$ cat src/rtl/cpd_pkg.sv
// cpd_pkg: shared constants, types and the byte-wide crc-32 update for the
// crc-32 packet deframer. no dependencies.
`timescale 1ns / 1ps

package cpd_pkg;

  localparam int unsigned HdrBytes  = 8;
  localparam int unsigned CrcBytes  = 4;
  localparam int unsigned MinFrame  = HdrBytes + CrcBytes;
  localparam int unsigned CountW    = 10;
  localparam int unsigned FillW     = 3;
  localparam int unsigned CfgIdxW   = 2;
  localparam int unsigned CfgDataW  = 8;
  localparam int unsigned TypeW     = 3;

  localparam logic [CountW-1:0] CountMax          = '1;
  localparam logic [15:0]       MaxPayloadDefault = 16'd512;
  localparam logic [31:0]       CrcPoly           = 32'hEDB88320;

  localparam logic [TypeW-1:0] DataTypeReset = 3'd1;
  localparam logic [TypeW-1:0] AckTypeReset  = 3'd2;

  // configuration register indexes
  localparam logic [CfgIdxW-1:0] CfgDataType = 2'd0;
  localparam logic [CfgIdxW-1:0] CfgAckType  = 2'd1;

  // result item kinds
  localparam logic KindPayload = 1'b0;
  localparam logic KindSummary = 1'b1;

  typedef enum logic [2:0] {
    StatusOk     = 3'd0,
    StatusNoHdr  = 3'd1,
    StatusLenErr = 3'd2,
    StatusBadType = 3'd3,
    StatusCrcErr = 3'd4
  } status_e;

  typedef struct packed {
    logic        emit;
    logic        item_kind;
    logic [7:0]  payload_byte;
    status_e     status;
    logic [2:0]  packet_type;
    logic [4:0]  window_size;
    logic [7:0]  sequence_number;
    logic [15:0] declared_length;
    logic [31:0] time_stamp;
    logic [31:0] received_crc;
  } result_t;

  // zero-seeded running crc-32, one byte, reflected form
  function automatic logic [31:0] crc32_add_byte(logic [31:0] crc, logic [7:0] b);
    logic [31:0] c;
    c = ~crc ^ {24'd0, b};
    for (int k = 0; k < 8; k++) begin
      c = (c >> 1) ^ (CrcPoly & {32{c[0]}});
    end
    return ~c;
  endfunction

endpackage

$ cat src/rtl/cpd_in_if.sv
// cpd_in_if: byte input channel of the deframer.
// depends on cpd_pkg for nothing; plain valid/ready with payload.
`timescale 1ns / 1ps

interface cpd_in_if;
  logic       valid;
  logic       ready;
  logic [7:0] frame_byte;
  logic       end_of_frame;

  modport source (output valid, frame_byte, end_of_frame, input ready);
  modport sink   (input valid, frame_byte, end_of_frame, output ready);
endinterface

$ cat src/rtl/cpd_out_if.sv
// cpd_out_if: result channel of the deframer (payload bytes and summaries).
// plain valid/ready with payload, no dependencies.
`timescale 1ns / 1ps

interface cpd_out_if;
  logic        valid;
  logic        ready;
  logic        item_kind;
  logic [7:0]  payload_byte;
  logic [2:0]  status;
  logic [2:0]  packet_type;
  logic [4:0]  window_size;
  logic [7:0]  sequence_number;
  logic [15:0] declared_length;
  logic [31:0] time_stamp;
  logic [31:0] received_crc;

  modport source (output valid, item_kind, payload_byte, status, packet_type,
                  window_size, sequence_number, declared_length, time_stamp,
                  received_crc, input ready);
  modport sink   (input valid, item_kind, payload_byte, status, packet_type,
                  window_size, sequence_number, declared_length, time_stamp,
                  received_crc, output ready);
endinterface

$ cat src/rtl/cpd_cfg_if.sv
// cpd_cfg_if: configuration write channel of the deframer.
// depends on cpd_pkg for the index and data widths.
`timescale 1ns / 1ps

interface cpd_cfg_if;
  logic                          valid;
  logic                          ready;
  logic [cpd_pkg::CfgIdxW-1:0]   index;
  logic [cpd_pkg::CfgDataW-1:0]  data;

  modport source (output valid, index, data, input ready);
  modport sink   (input valid, index, data, output ready);
endinterface

$ cat src/rtl/cpd_frame_state.sv
// cpd_frame_state: per-frame state (count, crc, tail, header holds) and the
// result of one byte step. depends on cpd_pkg.
`timescale 1ns / 1ps

module cpd_frame_state #(
  parameter logic [15:0] MaxPayload = cpd_pkg::MaxPayloadDefault
) (
  input  logic                      clk_i,
  input  logic                      rst_ni,
  input  logic                      step_i,
  input  logic [7:0]                byte_i,
  input  logic                      eof_i,
  input  logic [cpd_pkg::TypeW-1:0] data_type_i,
  input  logic [cpd_pkg::TypeW-1:0] ack_type_i,
  output cpd_pkg::result_t          result_o
);
  import cpd_pkg::*;

  logic [CountW-1:0] count_q, count_d;
  logic [31:0]       crc_q, crc_d;
  logic [31:0]       tail_q, tail_d;
  logic [FillW-1:0]  fill_q, fill_d;
  logic [7:0]        hdr0_q, hdr0_d;
  logic [7:0]        seq_q, seq_d;
  logic [15:0]       len_q, len_d;
  logic [31:0]       stamp_q, stamp_d;

  logic              push;
  logic              fwd;
  logic [CountW-1:0] pay_len;
  logic [2:0]        ptype;
  status_e           status;

  always_comb begin
    hdr0_d  = hdr0_q;
    seq_d   = seq_q;
    len_d   = len_q;
    stamp_d = stamp_q;
    case (count_q)
      10'd0: hdr0_d = byte_i;
      10'd1: seq_d = byte_i;
      10'd2: len_d[15:8] = byte_i;
      10'd3: len_d[7:0] = byte_i;
      10'd4: stamp_d[31:24] = byte_i;
      10'd5: stamp_d[23:16] = byte_i;
      10'd6: stamp_d[15:8] = byte_i;
      10'd7: stamp_d[7:0] = byte_i;
      default: ;
    endcase
  end

  // the byte leaving the four-byte tail enters the crc
  assign push    = (fill_q == FillW'(CrcBytes));
  assign crc_d   = push ? crc32_add_byte(crc_q, tail_q[31:24]) : crc_q;
  assign fill_d  = push ? fill_q : fill_q + 1'b1;
  assign tail_d  = {tail_q[23:0], byte_i};
  assign count_d = (count_q != CountMax) ? count_q + 1'b1 : count_q;

  assign fwd = (count_q >= CountW'(HdrBytes)) &&
               ({6'd0, count_q - CountW'(HdrBytes)} < len_q);

  assign pay_len = count_d - CountW'(MinFrame);
  assign ptype   = hdr0_d[7:5];

  always_comb begin
    if (count_d < CountW'(MinFrame)) begin
      status = StatusNoHdr;
    end else if ({6'd0, pay_len} > MaxPayload) begin
      status = StatusLenErr;
    end else if (ptype != data_type_i && ptype != ack_type_i) begin
      status = StatusBadType;
    end else if (len_d != {6'd0, pay_len}) begin
      status = StatusLenErr;
    end else if (crc_d != tail_d) begin
      status = StatusCrcErr;
    end else begin
      status = StatusOk;
    end
  end

  always_comb begin
    result_o = '0;
    result_o.status = StatusOk;
    if (eof_i) begin
      result_o.emit            = 1'b1;
      result_o.item_kind       = KindSummary;
      result_o.status          = status;
      result_o.packet_type     = ptype;
      result_o.window_size     = hdr0_d[4:0];
      result_o.sequence_number = seq_d;
      result_o.declared_length = len_d;
      result_o.time_stamp      = stamp_d;
      result_o.received_crc    = tail_d;
    end else if (fwd) begin
      result_o.emit         = 1'b1;
      result_o.item_kind    = KindPayload;
      result_o.payload_byte = byte_i;
    end
  end

  always_ff @(posedge clk_i or negedge rst_ni) begin
    if (!rst_ni) begin
      count_q <= '0;
      crc_q   <= '0;
      tail_q  <= '0;
      fill_q  <= '0;
      hdr0_q  <= '0;
      seq_q   <= '0;
      len_q   <= '0;
      stamp_q <= '0;
    end else if (step_i) begin
      if (eof_i) begin
        count_q <= '0;
        crc_q   <= '0;
        tail_q  <= '0;
        fill_q  <= '0;
        hdr0_q  <= '0;
        seq_q   <= '0;
        len_q   <= '0;
        stamp_q <= '0;
      end else begin
        count_q <= count_d;
        crc_q   <= crc_d;
        tail_q  <= tail_d;
        fill_q  <= fill_d;
        hdr0_q  <= hdr0_d;
        seq_q   <= seq_d;
        len_q   <= len_d;
        stamp_q <= stamp_d;
      end
    end
  end

endmodule

$ cat src/rtl/crc32_packet_deframer_top.sv
// Byte-stream deframer with crc-32 check: one frame byte is taken per clock
// while the output is not stalled, and every request moves through an input
// register, one step of frame logic and an output register. Payload bytes
// come out as they arrive; the last byte of a frame gives a summary with the
// header fields and a status. The rate is set by the byte-wide crc-32 xor
// tree between the input and output registers. Type codes are to be written
// through the configuration channel while no frame is in flight; the user is
// bound by this, and the block itself does not enforce it.
// depends on cpd_pkg, cpd_in_if, cpd_out_if, cpd_cfg_if, cpd_frame_state.
`timescale 1ns / 1ps

module crc32_packet_deframer_top #(
  parameter logic [15:0] MaxPayload = cpd_pkg::MaxPayloadDefault
) (
  input  logic      clk_i,
  input  logic      rst_ni,
  cpd_in_if.sink    in_chan,
  cpd_out_if.source out_chan,
  cpd_cfg_if.sink   cfg_chan
);
  import cpd_pkg::*;

  logic [TypeW-1:0] data_type_q, ack_type_q;

  logic       s1_valid_q;
  logic [7:0] s1_byte_q;
  logic       s1_eof_q;

  logic       out_valid_q, out_valid_d;
  result_t    out_q;
  result_t    res;
  logic       advance;
  logic       step;

  // configuration
  assign cfg_chan.ready = 1'b1;

  always_ff @(posedge clk_i or negedge rst_ni) begin
    if (!rst_ni) begin
      data_type_q <= DataTypeReset;
      ack_type_q  <= AckTypeReset;
    end else if (cfg_chan.valid) begin
      if (cfg_chan.index == CfgDataType) begin
        data_type_q <= cfg_chan.data[TypeW-1:0];
      end else if (cfg_chan.index == CfgAckType) begin
        ack_type_q <= cfg_chan.data[TypeW-1:0];
      end
    end
  end

  // input stage moves on whenever the output slot is free or being drained
  assign advance       = !out_valid_q || out_chan.ready;
  assign step          = s1_valid_q && advance;
  assign in_chan.ready = !s1_valid_q || advance;

  always_ff @(posedge clk_i or negedge rst_ni) begin
    if (!rst_ni) begin
      s1_valid_q <= 1'b0;
    end else if (in_chan.ready) begin
      s1_valid_q <= in_chan.valid;
    end
  end

  always_ff @(posedge clk_i) begin
    if (in_chan.ready && in_chan.valid) begin
      s1_byte_q <= in_chan.frame_byte;
      s1_eof_q  <= in_chan.end_of_frame;
    end
  end

  cpd_frame_state #(
    .MaxPayload(MaxPayload)
  ) u_frame (
    .clk_i      (clk_i),
    .rst_ni     (rst_ni),
    .step_i     (step),
    .byte_i     (s1_byte_q),
    .eof_i      (s1_eof_q),
    .data_type_i(data_type_q),
    .ack_type_i (ack_type_q),
    .result_o   (res)
  );

  // output register
  assign out_valid_d = step ? res.emit : (out_valid_q && !out_chan.ready);

  always_ff @(posedge clk_i or negedge rst_ni) begin
    if (!rst_ni) begin
      out_valid_q <= 1'b0;
    end else begin
      out_valid_q <= out_valid_d;
    end
  end

  always_ff @(posedge clk_i) begin
    if (step && res.emit) begin
      out_q <= res;
    end
  end

  assign out_chan.valid           = out_valid_q;
  assign out_chan.item_kind       = out_q.item_kind;
  assign out_chan.payload_byte    = out_q.payload_byte;
  assign out_chan.status          = out_q.status;
  assign out_chan.packet_type     = out_q.packet_type;
  assign out_chan.window_size     = out_q.window_size;
  assign out_chan.sequence_number = out_q.sequence_number;
  assign out_chan.declared_length = out_q.declared_length;
  assign out_chan.time_stamp      = out_q.time_stamp;
  assign out_chan.received_crc    = out_q.received_crc;

endmodule

$ cat src/flat_wrapper.sv
// flat-port wrapper written by rule: the top's interface ports become plain ports
module crc32_packet_deframer_top_flat import cpd_pkg::*;
#(
  parameter logic [15:0] MaxPayload = cpd_pkg::MaxPayloadDefault
)
  (clk_i, rst_ni, in_chan_valid, in_chan_frame_byte, in_chan_end_of_frame, in_chan_ready, out_chan_valid, out_chan_item_kind, out_chan_payload_byte, out_chan_status, out_chan_packet_type, out_chan_window_size, out_chan_sequence_number, out_chan_declared_length, out_chan_time_stamp, out_chan_received_crc, out_chan_ready, cfg_chan_valid, cfg_chan_index, cfg_chan_data, cfg_chan_ready);
  cpd_in_if in_chan_i ();
  cpd_out_if out_chan_i ();
  cpd_cfg_if cfg_chan_i ();
  input  logic clk_i;
  input  logic rst_ni;
  input wire logic [$bits(in_chan_i.valid)-1:0] in_chan_valid;
  input wire logic [$bits(in_chan_i.frame_byte)-1:0] in_chan_frame_byte;
  input wire logic [$bits(in_chan_i.end_of_frame)-1:0] in_chan_end_of_frame;
  output wire logic [$bits(in_chan_i.ready)-1:0] in_chan_ready;
  output wire logic [$bits(out_chan_i.valid)-1:0] out_chan_valid;
  output wire logic [$bits(out_chan_i.item_kind)-1:0] out_chan_item_kind;
  output wire logic [$bits(out_chan_i.payload_byte)-1:0] out_chan_payload_byte;
  output wire logic [$bits(out_chan_i.status)-1:0] out_chan_status;
  output wire logic [$bits(out_chan_i.packet_type)-1:0] out_chan_packet_type;
  output wire logic [$bits(out_chan_i.window_size)-1:0] out_chan_window_size;
  output wire logic [$bits(out_chan_i.sequence_number)-1:0] out_chan_sequence_number;
  output wire logic [$bits(out_chan_i.declared_length)-1:0] out_chan_declared_length;
  output wire logic [$bits(out_chan_i.time_stamp)-1:0] out_chan_time_stamp;
  output wire logic [$bits(out_chan_i.received_crc)-1:0] out_chan_received_crc;
  input wire logic [$bits(out_chan_i.ready)-1:0] out_chan_ready;
  input wire logic [$bits(cfg_chan_i.valid)-1:0] cfg_chan_valid;
  input wire logic [$bits(cfg_chan_i.index)-1:0] cfg_chan_index;
  input wire logic [$bits(cfg_chan_i.data)-1:0] cfg_chan_data;
  output wire logic [$bits(cfg_chan_i.ready)-1:0] cfg_chan_ready;
  assign in_chan_i.valid = in_chan_valid;
  assign in_chan_i.frame_byte = in_chan_frame_byte;
  assign in_chan_i.end_of_frame = in_chan_end_of_frame;
  assign in_chan_ready = in_chan_i.ready;
  assign out_chan_valid = out_chan_i.valid;
  assign out_chan_item_kind = out_chan_i.item_kind;
  assign out_chan_payload_byte = out_chan_i.payload_byte;
  assign out_chan_status = out_chan_i.status;
  assign out_chan_packet_type = out_chan_i.packet_type;
  assign out_chan_window_size = out_chan_i.window_size;
  assign out_chan_sequence_number = out_chan_i.sequence_number;
  assign out_chan_declared_length = out_chan_i.declared_length;
  assign out_chan_time_stamp = out_chan_i.time_stamp;
  assign out_chan_received_crc = out_chan_i.received_crc;
  assign out_chan_i.ready = out_chan_ready;
  assign cfg_chan_i.valid = cfg_chan_valid;
  assign cfg_chan_i.index = cfg_chan_index;
  assign cfg_chan_i.data = cfg_chan_data;
  assign cfg_chan_ready = cfg_chan_i.ready;
  crc32_packet_deframer_top #(.MaxPayload(MaxPayload)) u_core (.clk_i(clk_i), .rst_ni(rst_ni), .in_chan(in_chan_i), .out_chan(out_chan_i), .cfg_chan(cfg_chan_i));
endmodule
$ cat config.mk
export PLATFORM = sky130hd
export DESIGN_NAME = crc32_packet_deframer_top_flat
export DESIGN_NICKNAME = d
export VERILOG_FILES = /design/src/rtl/cpd_pkg.sv /design/src/rtl/cpd_in_if.sv /design/src/rtl/cpd_out_if.sv /design/src/rtl/cpd_cfg_if.sv /design/src/rtl/cpd_frame_state.sv /design/src/rtl/crc32_packet_deframer_top.sv /design/src/flat_wrapper.sv
export SDC_FILE = /design/constraint.sdc
export NUM_CORES = 1
export LEC_CHECK = 0
export ABC_AREA = 0
export BUFFER_PORTS_ARGS = -buffer_cell sky130_fd_sc_hd__buf_4
export CAP_MARGIN = 10
export CORE_MARGIN = 2
export CORE_UTILIZATION = 40
export CTS_CLUSTER_SIZE = 10
export DETAILED_ROUTE_END_ITERATION = 10
export PLACE_DENSITY = 0.7
export SETUP_SLACK_MARGIN = 0.3
export SLEW_MARGIN = 25
export SYNTH_ARGS = -nofsm -noshare
export SYNTH_HDL_FRONTEND = slang
export SYNTH_HIERARCHICAL = 1
export SYNTH_SLANG_ARGS = --single-unit
$ cat constraint.sdc
create_clock -name clk_i -period 19.4 [get_ports clk_i]
set_input_delay 0 -clock clk_i [delete_from_list [all_inputs] [get_ports clk_i]]
set_output_delay 0 -clock clk_i [all_outputs]
set_load 0.01 [all_outputs]
Yosys cells after proc, flatten, opt, wreduce, memory -nomap -nowiden
Cells that the tools add are included.
{"block": "word_totals", "regBits": 266, "in_bits": 24, "output_inout_bits": 111, "wordCells": 108}
{"block": "op_classes", "add_sub_neg": 4, "n_lt_le_gt_ge": 4, "n_eq_ne": 15, "muxes": 27, "bitwise": 14, "reduce_logical": 19}
{"op": "$xor 31x32->32", "n": 8}
{"op": "$mux 32", "n": 4}
{"op": "$mux 8", "n": 10}
{"op": "$not 32->32", "n": 2}
{"op": "$eq 10x3->1 const B", "n": 4}
{"op": "$ne 32x32->1", "n": 1}
{"op": "$xor 32x8->32", "n": 1}
{"op": "$mux 10", "n": 3}
{"op": "$eq 10x2->1 const B", "n": 2}
{"op": "$sub 10x4->10 const B", "n": 2}
{"op": "$lt 10x16->1", "n": 1}
{"op": "$mux 16", "n": 1}
{"op": "$ne 16x10->1", "n": 1}
{"op": "$add 10x1->10 const B", "n": 1}
{"op": "$eq 10x1->1 const B", "n": 1}
{"op": "$ge 10x4->1 const B", "n": 1}
{"op": "$gt 10x10->1 const B", "n": 1}
{"op": "$logic_not 10->1", "n": 1}
{"op": "$lt 10x4->1 const B", "n": 1}
{"op": "$ne 10x10->1 const B", "n": 1}
{"op": "$mux 3", "n": 3}
{"op": "$mux 2", "n": 4}
{"op": "$logic_and 1x1->1", "n": 6}
{"op": "$ne 3x3->1", "n": 2}
{"op": "other kinds (13)", "n": 21}

Logic depth before layout (Yosys ltp)
Gate-level depths: netlist (run 1).
{"block": "depth", "word_depth": 18, "ltp_mapped": 15, "mapped_depth_nobuf": 12}

Cells and area by module
Netlist (run 1), hierarchy kept.
{"module": "cpd_frame_state", "instances": 1, "cells_each": 1156, "area_per_inst_um2": 10088.4, "seq_area_each_um2": 3528.4}
{"module": "crc32_packet_deframer_top", "instances": 1, "cells_each": 143, "area_per_inst_um2": 3861.2, "seq_area_each_um2": 3716.1}

Worst setup path after synthesis (run 1)
No wires, ideal clock.
{"block": "synth_timing", "path_type": "reg-to-reg", "start": "register u_core.u_frame.count_q[1]", "end": "register u_core.out_q, in the netlist u_core/out_chan.declared_length[0] (enable)", "setup_time_ns": 0.589, "arrival_time_ns": 7.154, "t_required_ns": 18.811, "setup_slack_ns": 11.657, "path_stages_with_launch": 12, "n_path_buf": 0, "synth_period_minus_slack_ns": 7.743, "path_cell_list": "dfrtp_1 > ha_1 > a21o_1 > a21o_1 > a21o_1 > a21o_1 > a21o_1 > a2111oi_0 > o21bai_1 > a31oi_1 > nand2_1 > nor2b_1"}
{"element": "start: declaration", "line": "cpd_frame_state.sv:19", "source": "logic [CountW-1:0] count_q, count_d;"}
{"element": "start signal: assignment", "line": "cpd_frame_state.sv:122", "source": "count_q <= count_d;"}
{"element": "end signal: assignment", "line": "crc32_packet_deframer_top.sv:97", "source": "out_q <= res;"}
{"element": "end: declaration", "line": "crc32_packet_deframer_top.sv:30", "source": "result_t out_q;"}

==> results of run 1 <==
[cell usage after synthesis (6+ instances only)]
| master | instances |
|---|---|
| a21boi_0 | 53 |
| a21o_1 | 8 |
| a21oi_1 | 79 |
| a22o_1 | 12 |
| a22oi_1 | 29 |
| a31o_2 | 12 |
| and2_1 | 30 |
| and3_1 | 8 |
| buf_1 | 9 |
| clkbuf_1 | 82 |
| dfrtp_1 | 147 |
| edfxtp_1 | 117 |
| ha_1 | 19 |
| inv_1 | 31 |
| mux2_2 | 11 |
| mux2i_1 | 20 |
| nand2_1 | 157 |
| nand2b_1 | 7 |
| nand3_1 | 26 |
| nand4_1 | 7 |
| nor2_1 | 56 |
| nor2b_1 | 23 |
| nor3_1 | 13 |
| o21ai_0 | 32 |
| o22ai_1 | 21 |
| o2bb2ai_1 | 77 |
| o31ai_1 | 13 |
| or4_1 | 6 |
| xnor2_1 | 78 |
| xnor2_2 | 6 |
| xnor3_1 | 6 |
| xor2_1 | 33 |
[flip-flops by register name, indices dropped and copies added, names as in the netlist, 3 cells and up]
signal / flops
u_core/out_chan.status: 3
u_core/out_chan.time_stamp: 32
u_core/u_frame/fill_q: 3
u_core/data_type_q: 3
u_core/out_chan.payload_byte: 8
u_core/out_chan.received_crc: 32
u_core/out_chan.sequence_number: 8
u_core/out_chan.declared_length: 16
u_core/u_frame/tail_q: 32
u_core/u_frame/stamp_q: 32
u_core/u_frame/count_q: 10
u_core/s1_byte_q: 8
u_core/ack_type_q: 3
u_core/out_chan.packet_type: 3
u_core/u_frame/len_q: 16
u_core/u_frame/crc_q: 32
u_core/u_frame/seq_q: 8
u_core/out_chan.window_size: 5
u_core/u_frame/hdr0_q: 8
[cell type report]
type                            instances  area (um^2)  share of cell area [%]
Tap cell                              455          569                    3.47
Multi-Input combinational cell        905         6230                    37.9
Timing Repair Buffer                  169         1340                    8.14
Inverter                               33          124                   0.754
Clock buffer                           56          900                    5.48
Clock inverter                          1         20.0                   0.122
Sequential cell                       266         7240                    44.1
[logic make-up after synthesis]
kind of cell / count (synthesis) / share of synthesized area (%)
flip-flops: 266 / 51.9
buffers and inverters: 128 / 3.52
AO/OA/AOI/OAI: 373 / 19.0
AND/OR/NAND/NOR: 353 / 11.9
XOR/XNOR: 128 / 9.57
multiplexers: 31 / 2.32
other: 1 / 0.0269
adder cells (fa/ha/maj): 19 / 1.70
[final timing paths]
path                                                    end  cells after the start
setup / recovery           u_core/out_chan.received_crc[14]                     11
hold / removal                        u_core/out_chan.valid                      2
setup reg to reg           u_core/out_chan.received_crc[14]                     11
hold reg to reg                  u_core/u_frame/stamp_q[22]                      1
max in group asynchronous         u_core/u_frame/count_q[7]                      3
min in group clk_i                      u_core/s1_byte_q[3]                      2
[worst max-delay path, delay by kind of cell (launching register included)]
family          cells  cell delay, ns
xor+xnor            1            0.13
flops               1            0.53
buf+inv             2            0.87
simple gates        4            1.79
fa+ha+maj           1            0.21
compound gates      3            0.76
[power breakdown]
group | total [mW] | switching (mW) | internal [mW] | leakage [nW]
Sequential | 0.867 | 0.120 | 0.747 | 3.09
Combinational | 1.08 | 0.603 | 0.474 | 3.05
Clock | 0.534 | 0.224 | 0.310 | 0.439
Total | 2.48 | 0.946 | 1.53 | 6.58
[per-layer routing]
| metal | GRT usage (%) | wire (um) | vias up |
|---|---|---|---|
| met4 | 6.98 | 1100 | 0 |
| met2 | 31.6 | 17100 | 445 |
| met3 | 3.22 | 2930 | 77 |
| met5 | 0 | 0 | - |
| li1 | - | - | 4930 |
| met1 | 30.7 | 17000 | 5177 |
[metrics by stage]
stage / power (mW) / hold WS, ns / std cells / setup slack (ns) / instance area (um^2)
2_1_floorplan: 1.64 / -0.296 / 1299 / 11.66 / 13900
3_3_place_gp: 1.91 / 0.140 / 1806 / 14.45 / 15300
3_5_place_dp: 1.93 / 0.140 / 1806 / 14.34 / 15300
4_1_cts: 2.48 / 0.132 / 1884 / 14.35 / 16400
5_1_grt: 2.62 / 0.155 / 1885 / 14.20 / 16400
6_report: 2.48 / 0.0862 / 1885 / 14.59 / 16400
==> summary.md, run 1 <==
| Metric | Value |
|---|---|
| Root Buffer | clkbuf_16 |
| Final ANT Viol Nets | 0 |
| Hold buffers post-CTS | 21 |
| Final wirelength | 38200 um |
| Critical Path RT | 19.59 ns |
| Synth area leaders | dfrtp_1, edfxtp_1, xnor2_1 |
| Tmin final | 4.81 ns |
| Final Util | 47.7% |
| Max Fclk | 0.208 GHz |
| CTS tree | done |
| Post-synth EDFFs | 117 |
| Mean Syn Cell Area | 10.7 um^2 |
| Remaining DRCs | 0 |
| Critical Path Max Stage Delay | 0.66 ns |
| Worst setup path startpoint | u_core/u_frame/count_q[5] |
| # rows | 68 |
| Post-CTS Repair Setup Buffers | 0 |
| Largest net degree at the start of global routing | 90 |
| Total GRT Usage | 20.9% |
| Final Max Tran Viols | 0 |
| Outcome | finished clean |
| Die H | 191 um |
| Fill cells | 3158 |
| RSZ-0062 raised after global routing | false |
| Ys flop type | dfrtp_1 |
| Cell taking the most area after synthesis | dfrtp_1 |
| Critical path, cell by cell | nor3_1, nor3b_1, xor2_1, ha_1, a2111oi_0, o21bai_1, buf_4, a31oi_1, nand2_1, nor2b_4, buf_6 |
| Max-cap viol count | 0 |
| Insertion delay to the later sink of the worst-skew pair | 0.58 ns |
| Number of library cell types mapped by synthesis | 67 |
| Most common cell after layout, fill and taps aside | nand2_1 |
| Slew headroom | 30.2% |
| Static Leak | 6.58 nW |
| Power per Cell Area | 151 nW/um^2 |
| Sequential fraction of the synthesis area | 51.9% |
| Via count | 10600 |
| Drt first pass iters | 5 |
| Post-Syn Area | 13900 um^2 |
| Starting Density | 40.5% |
| Synth Warn # | 6 |
| Final Cycle Share | 24.8% |
| Fin Setup TNS | 0 ns |
| Via/cell ratio | 5.64 |
| Worst hold-check path type | input port to asynchronous set/reset pin |
| GRT overflow | 0 |
| First-iteration detailed-routing DRC count | 1018 |
| Crit end category | register |
| ANT cells | 0 |
| Vias in the first global route | 10300 |
| Yosys reg bits | 266 |
| Top cell type's share of synthesized area | 26.4% |
| Layout cells sized above 1 | 15.7% |
| Post-synthesis cell count | 1299 |
| CP arrival | 5.00 ns |
| Clk pin slew, worst setup/hold paths | 0.06 ns |
| Most frequent cells in the layout | nand2_1, dfrtp_1, buf_4, edfxtp_1, a21oi_1 |
| Worst Setup Path Type | register to register |
| Clock sinks | 266 |
| R2r setup slk | 14.59 ns |
| Layout area overhead | 17.7% |
| I/O Pins | 135 |
| Final net count | 1449 |
| CTS Buf Count | 31 |
| Routed len/inst | 20.3 um |
| CP max-delay cell | buf_6 |
| Actual slew at the worst max-slew pin | 1.05 ns |
| Final hold vios | 0 |
| Core footprint | 34500 um^2 |
| First-pass GRT wire length | 59700 um |
| Clk_skew | 0.0161 ns |
| Die ar. | 36400 um^2 |
| Ys async rst share | 56.0% |
| Critical path launch point type | register |
| Initial antenna violation count | 1 |
| Clk buf depth | 3 |
| Peak VDD IR | 0.0926 mV |
| Die width | 191 um |
| Port bufs | 128 |
| Worst-path fanout max | 84 |
| FF-to-FF Start | u_core/u_frame/count_q[5] |
| Synthesized Nets | 1342 |
| Post-CTS resize count | 0 |
| GPL Wtd Cong | 0.917 |
| H-tree depth | 1 |
| Post-DP HPWL | 24500 um |
| Final setup viols | 0 |
Power figures use the tool's default switching activity.
==> run 2, diff against run 1 <==
--- a/config.mk
+++ b/config.mk
@@ -5,14 +5,14 @@
 export SDC_FILE = /design/constraint.sdc
 export NUM_CORES = 1
 export LEC_CHECK = 0
-export ABC_AREA = 0
+export ABC_AREA = 1
 export BUFFER_PORTS_ARGS = -buffer_cell sky130_fd_sc_hd__buf_4
 export CAP_MARGIN = 10
 export CORE_MARGIN = 2
 export CORE_UTILIZATION = 40
 export CTS_CLUSTER_SIZE = 10
 export DETAILED_ROUTE_END_ITERATION = 10
-export PLACE_DENSITY = 0.7
+export PLACE_DENSITY = 0.72
 export SETUP_SLACK_MARGIN = 0.3
 export SLEW_MARGIN = 25
 export SYNTH_ARGS = -nofsm -noshare
==> constraint.sdc (replaced) <==
create_clock -name clk_i -period 4 [get_ports clk_i]
set_input_delay 0 -clock clk_i [delete_from_list [all_inputs] [get_ports clk_i]]
set_output_delay 0 -clock clk_i [all_outputs]
set_load 0.01 [all_outputs]
==> run 2 against run 1 <==
Compared with the run above:
- wire length up 4.3%
- total power grew to 4.4 times the previous value
- sequential cell count is the same
- count of clock-buffer cells in the layout down 1
- via count is 15% higher
- clock power rose to 5.5 times the previous value
- sequential power rose to 4.2 times the previous value
- critical path depth increased by 6
- combinational power increased to 4.0 times the previous value
- final cell count increased by 24%
- global-route usage up 1.2 points
==> summary.md, run 2 <==
| Metric | Value |
|---|---|
| Final ANT Viol Nets | 0 (unchanged) |
| Fin Setup TNS | 0 ns (unchanged) |
| Clk buf depth | 3 (unchanged) |
| CTS tree | done |
| M1 WL | 17400 um (+2.3%) |
| Non-Filler Instances | 2344 (+24%) |
| Root Buffer | clkbuf_16 |
| Ys flop type | dfrtp_1 |
| Die H | 190 um (-0.43%) |
| Post-synthesis cell count | 1719 (+32%) |
| Setup slack after layout | 0.721 ns (-13.87 ns) |
| Worst setup path startpoint | u_core/u_frame/count_q[3] |
| H-tree depth | 2 (+1) |
| DR top layer | met4 |
| FF-to-FF Start | u_core/u_frame/count_q[3] |
| Remaining DRCs | 0 (unchanged) |
| Placed Area | 15300 um^2 (+0.17%) |
| Insertion delay to the later sink of the worst-skew pair | 0.53 ns (-0.05 ns) |
| Outcome | finished clean |
| Crit end category | register |
| Reg power frac | 33.4% (-1.6 points) |
| Ys async rst share | 56.0% (unchanged) |
| Critical path, cell by cell | inv_2, ha_4, nand3_2, xor2_1, inv_1, ha_1, nand2_1, inv_1, nand4_1, o211ai_1, a21boi_1, o22ai_2, nand2_1, inv_2, nor3_4, buf_12, buf_12 |
| Max-cap viol count | 0 (unchanged) |
| Delay-heaviest family, CP | buffers and inverters |
| CP arrival | 3.46 ns (-1.54 ns) |
| Clock sinks | 266 (unchanged) |
| CTS Buf Count | 34 (+9.7%) |
| Critical Path Max Stage Delay | 0.45 ns (-0.21 ns) |
| ANT cells | 0 (unchanged) |
| Cell taking the most area after synthesis | dfrtp_1 |
| Final Max Tran Viols | 0 (unchanged) |
| Pre-CTS setup slack | 0.760 ns (-13.58 ns) |
| Tot Pwr | 10.8 mW (+340%) |
| Port bufs | 128 (unchanged) |
| Actual slew at the worst max-slew pin | 0.754 ns (-0.292 ns) |
| Synth Warn # | 6 (unchanged) |
| Core footprint | 34300 um^2 (-0.49%) |
| Placed insts | 2252 (+25%) |
| Via count | 12300 (+15%) |
| Mean Syn Cell Area | 8.04 um^2 (-25%) |
| Met3 routed WL | 2820 um (-3.9%) |
| Drt first pass iters | 5 (unchanged) |
| I/O Pins | 135 (unchanged) |
| Most frequent cells in the layout | nand2_1, inv_1, buf_4, dfrtp_1, nand3_1 |
| Comb pwr share | 39.5% (-4.0 points) |
| Final Util | 48.6% (+0.95 points) |
| Largest net degree at the start of global routing | 126 (+40%) |
| Fill cells | 3189 (+0.98%) |
| Final setup viols | 0 (unchanged) |
| Most common cell after layout, fill and taps aside | nand2_1 |
| Post-synth EDFFs | 117 (unchanged) |
| Fin area | 16700 um^2 (+1.5%) |
| Synth area leaders | dfrtp_1, edfxtp_1, nand2_1 |
| Worst hold-check path type | input port to asynchronous set/reset pin |
| Final wirelength | 39800 um (+4.3%) |
| Final Cycle Share | 82.0% (+57 points) |
| Tmin final | 3.28 ns (-1.53 ns) |
| Worst-path fanout max | 64 (-24%) |
| Top-count cell post-synth | nand2_1 |
| Routed len/inst | 17.0 um (-16%) |
| Initial antenna violation count | 0 (-1) |
| Clock power share | 27.0% (+5.5 points) |
| First-pass GRT wire length | 62400 um (+4.6%) |
| Post-DP HPWL | 27000 um (+10%) |
| Sequential fraction of the synthesis area | 52.4% (+0.46 points) |
| Via/cell ratio | 5.23 (-7.2%) |
| Max Fclk | 0.305 GHz (+47%) |
| Wire length on met2 | 18000 um (+5.0%) |
| Die width | 190 um (-0.43%) |
| Vias in the first global route | 11700 (+14%) |
| Final net count | 1907 (+32%) |
| Layout area overhead | 20.5% |
| Synthesized Nets | 1762 (+31%) |
| CP max-delay cell | dfrtp_1 |
| Critical Path RT | 4.18 ns (-15.41 ns) |
| GRT overflow | 0 (unchanged) |
| Clk pin slew, worst setup/hold paths | 0.05 ns (about the same) |
| Critical path launch point type | register |
| GPL Wtd Cong | 0.930 (+1.4%) |
| Crit path buf inv count | 6 (+4) |
| Min Hold Slack | 0.0597 ns (-0.0265 ns) |
| Yosys reg bits | 266 (unchanged) |
| Worst Setup Path Type | register to register |
| Post-Syn Area | 13800 um^2 (-0.88%) |
| Final hold vios | 0 (unchanged) |
| Slew headroom | 49.7% (+20 points) |
| Most instantiated cells after synthesis | nand2_1, inv_1, dfrtp_1 |
| # rows | 68 (unchanged) |
| Top cell type's share of synthesized area | 26.6% (+0.23 points) |
| Int Pwr | 6.48 mW (+320%) |
| Peak VDD IR | 0.306 mV (+230%) |
| RSZ-0062 raised after global routing | false |
| Switching power | 4.31 mW (+360%) |
| Power per Cell Area | 648 nW/um^2 (+330%) |
| Post-CTS Repair Setup Buffers | 0 (unchanged) |
| Die ar. | 36100 um^2 (-0.86%) |
| Static Leak | 8.21 nW (+25%) |
| First-iteration detailed-routing DRC count | 1174 (+15%) |
| Number of library cell types mapped by synthesis | 40 (-40%) |
| Clk_skew | 0.0193 ns (+0.00313 ns) |
| Total GRT Usage | 22.1% (+1.2 points) |
| Layout cells sized above 1 | 12.6% (-3.1 points) |
| Net Sw Frac | 39.9% (+1.7 points) |
| Starting Density | 40.3% (-0.16 points) |
## run 2: changes by cell type in the layout (fill, tap and decap cells not counted), moves of 20 or more
cell / change
a21boi_0: -52
a21oi_1: -67
a22oi_1: -29
and2_1: -27
inv_1: +202
mux2i_1: -20
nand2_1: +423
nand3_1: +99
nor2_1: +58
nor2b_1: -22
o21ai_0: +41
o22ai_1: +102
o2bb2ai_1: -77
xnor2_1: -74
## run 2: worst reg2reg max path: stages, from the launching register on
cell and delay, ns:
dfrtp_1 0.45, inv_2 0.15, ha_4 0.16, nand3_2 0.09, xor2_1 0.14, inv_1 0.06
ha_1 0.29, nand2_1 0.10, inv_1 0.05, nand4_1 0.08, o211ai_1 0.11, a21boi_1 0.19
o22ai_2 0.11, nand2_1 0.11, inv_2 0.06, nor3_4 0.21, buf_12 0.20, buf_12 0.32
## run 2: cell type report
class,instances,area (um^2),area share (%)
clock inverters,6,76.3,0.458
multi-input cells,1140,5410,32.4
clock buffers,55,981,5.89
repair buffers,183,1490,8.96
well taps,455,569,3.42
inverters,239,897,5.38
flip-flops and latches,266,7240,43.5
## run 2: path summary, 6_finish.rpt
| check | cells after the start | slack, ns | end |
|---|---|---|---|
| setup / recovery | 17 | 0.72 | u_core/out_chan.received_crc[27] |
| min in group clk_i | 2 | 0.20 | u_core/s1_byte_q[6] |
| hold / removal | 2 | 0.06 | u_core/u_frame/tail_q[12] |
| max in group asynchronous | 3 | 2.89 | u_core/u_frame/fill_q[0] |
| setup reg to reg | 17 | 0.72 | u_core/out_chan.received_crc[27] |
| hold reg to reg | 2 | 0.49 | u_core/ack_type_q[2] |
## run 2: logic make-up after synthesis
logic type	synth area share, %
fa+ha+maj	1.72
other cells	0.0271
flops	52.4
buf+inv	8.87
simple gates	26.1
xor+xnor	1.38
compound gates	9.50
## run 2: per-layer routing
layer,global-route usage [%],up-vias
met2,34.9,484
met4,9.15,0
met3,3.38,92
li1,-,5889
met5,0,-
met1,30.4,5799
## run 2: power by group through the flow
stage / combinational, mW / clock (mW) / sequential, mW
final: 4.27 / 2.92 / 3.61
after global routing: 4.83 / 3.09 / 3.65
after CTS: 4.20 / 2.98 / 3.60
after detailed placement: 4.14 / 0 / 3.65
after global placement: 4.04 / 0 / 3.64
after floorplan: 2.94 / 0 / 3.63
## run 2: what timing repair did
action | 4_1_cts | 5_1_grt
endpoints found under the hold margin | 87 | 0
hold buffers | 31 | 0
setup endpoints to repair | 0 | 0
resized for setup | 0 | 0
==> run 3, diff against run 2 <==
--- a/config.mk
+++ b/config.mk
@@ -12,7 +12,7 @@
 export CORE_UTILIZATION = 40
 export CTS_CLUSTER_SIZE = 10
 export DETAILED_ROUTE_END_ITERATION = 10
-export PLACE_DENSITY = 0.72
+export PLACE_DENSITY = 0.7
 export SETUP_SLACK_MARGIN = 0.3
 export SLEW_MARGIN = 25
 export SYNTH_ARGS = -nofsm -noshare
==> constraint.sdc (replaced) <==
create_clock -name clk_i -period 3.1 [get_ports clk_i]
set_input_delay 0 -clock clk_i [delete_from_list [all_inputs] [get_ports clk_i]]
set_output_delay 0 -clock clk_i [all_outputs]
set_load 0.01 [all_outputs]
==> run 3 against run 2 <==
Compared with the run above:
- first-iteration DRC count is 0.43% higher
- largest power group unchanged
- critical path depth is 2 higher
- highest routed layer unchanged
- worst setup slack worse by 0.58 ns
- non-clock buffer count is 59 higher
- sequential share of layout area is 1.9 points lower
- die area stayed put
- hold slack worse by 0.026 ns
- fmax is 11% higher
==> summary.md, run 3 (same netlist as run 2, synthesis figures left out) <==
| Metric | Value |
|---|---|
| Clk buf depth | 3 (unchanged) |
| Via/cell ratio | 5.24 (about the same) |
| Wire length on met2 | 19000 um (+5.5%) |
| Die H | 190 um (unchanged) |
| Met3 routed WL | 3640 um (+29%) |
| R2r setup slk | 0.14 ns (-0.58 ns) |
| Net Sw Frac | 40.4% (+0.42 points) |
| Layout cells sized above 1 | 17.1% (+4.5 points) |
| Vias in the first global route | 11800 (+0.35%) |
| Fill cells | 3152 (-1.2%) |
| Comb pwr share | 43.0% (+3.5 points) |
| Root Buffer | clkbuf_16 |
| Peak VDD IR | 0.478 mV (+56%) |
| Critical path, cell by cell | inv_2, ha_4, nand3_4, xor2_1, inv_1, ha_4, nand2_2, inv_1, nand4_1, o211ai_1, a21boi_2, o22ai_2, nand2_1, inv_2, nor3_4, buf_12, buf_16, buf_12, buf_6 |
| Clk pin slew, worst setup/hold paths | 0.07 ns (+0.02 ns) |
| Worst Setup Path Type | register to register |
| Initial antenna violation count | 1 (+1) |
| Max Fclk | 0.338 GHz (+11%) |
| Most common cell after layout, fill and taps aside | nand2_1 |
| Final ANT Viol Nets | 0 (unchanged) |
| FF-to-FF Start | u_core/u_frame/count_q[4] |
| Drt first pass iters | 6 (+1) |
| GRT overflow | 0 (unchanged) |
| Via count | 12600 (+2.4%) |
| GPL Wtd Cong | 0.939 (+0.88%) |
| Worst-path fanout max | 7 (-89%) |
| Final Cycle Share | 95.5% (+13 points) |
| Clock sinks | 266 (unchanged) |
| Clk_skew | 0.0189 ns (-0.000372 ns) |
| Multi-input gate area | 5610 um^2 (+3.8%) |
| CTS Buf Count | 31 (-8.8%) |
| Tot Pwr | 14.0 mW (+30%) |
| M1 WL | 17700 um (+1.7%) |
| Port bufs | 128 (unchanged) |
| Placed insts | 2284 (+1.4%) |
| Outcome | finished clean |
| Die ar. | 36100 um^2 (unchanged) |
| Remaining DRCs | 0 (unchanged) |
| Die width | 190 um (unchanged) |
| Starting Density | 40.3% (unchanged) |
| Clock power share | 23.8% (-3.2 points) |
| Critical Path Max Stage Delay | 0.41 ns (-0.04 ns) |
| Int Pwr | 8.37 mW (+29%) |
| Final setup viols | 0 (unchanged) |
| Final net count | 1964 (+3.0%) |
| Critical path launch point type | register |
| H-tree depth | 1 (-1) |
| R2R Path End | u_core/out_chan.sequence_number[2] |
| CP arrival | 3.25 ns (-0.21 ns) |
| Most frequent cells in the layout | nand2_1, inv_1, buf_4, dfrtp_1 |
| Post-DP HPWL | 28100 um (+4.2%) |
| Non-Filler Instances | 2399 (+2.3%) |
| RSZ-0062 raised after global routing | true |
| DR top layer | met4 |
| Largest net degree at the start of global routing | 82 (-35%) |
| Worst R2R Path Depth | 19 (+2) |
| Worst hold-check path type | input port to asynchronous set/reset pin |
| Final hold vios | 0 (unchanged) |
| First-pass GRT wire length | 64000 um (+2.5%) |
| CTS tree | done |
| # rows | 68 (unchanged) |
| Tmin final | 2.96 ns (-0.319 ns) |
| Power per Cell Area | 805 nW/um^2 (+24%) |
| Final wirelength | 41500 um (+4.1%) |
| Layout area overhead | 26.2% |
| ANT cells | 0 (unchanged) |
| I/O Pins | 135 (unchanged) |
| Routed len/inst | 17.3 um (+1.8%) |
| Actual slew at the worst max-slew pin | 0.911 ns (+0.157 ns) |
| Slew headroom | 39.3% (-10 points) |
| Switching power | 5.67 mW (+31%) |
| Total GRT Usage | 22.7% (+0.63 points) |
| Static Leak | 8.53 nW (+4.0%) |
| Max-cap viol count | 0 (unchanged) |
| Final Max Tran Viols | 0 (unchanged) |
| Crit end category | register |
| Core footprint | 34300 um^2 (unchanged) |
| CP max-delay cell | dfrtp_1 |
| Fin Setup TNS | 0 ns (unchanged) |
| Insertion delay to the later sink of the worst-skew pair | 0.58 ns (+0.05 ns) |
| First-iteration detailed-routing DRC count | 1179 (+0.43%) |
| Reg power frac | 33.2% (-0.2 points) |
| Seq. cell area | 7250 um^2 (about the same) |
| Critical Path RT | 3.39 ns (-0.79 ns) |
## run 3: changes by cell type in the layout (fill, tap and decap cells not counted), moves of 6 or more
cell | previous run | this run
buf_6 | 1 | 10
nand2_1 | 579 | 555
nand2_2 | 7 | 26
buf_4 | 148 | 182
buf_16 | 0 | 6
buf_12 | 3 | 9
buf_8 | 0 | 7
## run 3: worst max-delay path: cells and delay by family (launching register included)
family,cells,cell delay (ns)
adders and majority gates,2,0.39
and+or+nand+nor,5,0.54
buffers and inverters,8,0.81
DFF,1,0.41
AOI/OAI and AO/OA,3,0.36
xor gates and xnor gates,1,0.16
## run 3: power by group through the flow
| stage | clock network [mW] | logic (mW) | registers, mW |
|---|---|---|---|
| floorplan | 0 | 3.80 | 4.69 |
| global placement | 0 | 5.42 | 4.69 |
| detailed placement | 0 | 5.53 | 4.71 |
| CTS | 3.40 | 5.73 | 4.65 |
| global route | 3.53 | 6.74 | 4.72 |
| finish | 3.34 | 6.04 | 4.66 |
## run 3: timing repair
| action | 4_1_cts | 5_1_grt |
|---|---|---|
| cloned | 4 | 1 |
| resized for setup | 32 | 52 |
| hold buffers | 28 | 0 |
| setup endpoints to repair | 99 | 111 |
| pin swaps | 6 | 4 |
| buffers inserted | 13 | 13 |
| endpoints found under the hold margin | 103 | 0 |
## run 3: area by class of cell
cell class	instances	area share, %
Clock inverter	2	0.165
Sequential cell	266	41.5
Tap cell	455	3.26
Multi-Input combinational cell	1141	32.2
Inverter	239	5.16
Timing Repair Buffer	242	12.7
Clock buffer	54	5.06
## run 3: metrics by stage
step / worst slack [ns] / cell area, um^2 / utilization, % / hold slack (ns)
finish: 0.140 / 17400 / 50.9 / 0.0338
global route: 0.00582 / 17400 / 50.9 / 0.107
CTS: 0.171 / 17100 / 50.0 / 0.0526
detailed placement: 0.108 / 15600 / 45.4 / 0.0989
global placement: 0.159 / 15600 / 45.4 / 0.0915
floorplan: -1.86 / 13900 / - / -0.296
## run 3: routing by layer
metal	up-vias	GRT usage (%)
li1	6011	-
met1	5959	31.4
met2	523	36.1
met3	66	4.37
met4	0	7.30
met5	-	0
## run 3: worst max path at each step
stage                               from                                 end  slack, ns  cells after the start
3_5_place_dp   u_core/u_frame/count_q[4]    u_core/out_chan.received_crc[31]       0.11                     17
2_1_floorplan  u_core/u_frame/count_q[3]  u_core/out_chan.declared_length[0]      -1.86                     15
3_3_place_gp   u_core/u_frame/count_q[4]    u_core/out_chan.received_crc[23]       0.16                     17
4_1_cts        u_core/u_frame/count_q[4]           u_core/out_chan.status[2]       0.17                     19
6_report       u_core/u_frame/count_q[4]  u_core/out_chan.sequence_number[2]       0.14                     19
5_1_grt        u_core/u_frame/count_q[4]      u_core/out_chan.window_size[1]      0.006                     19
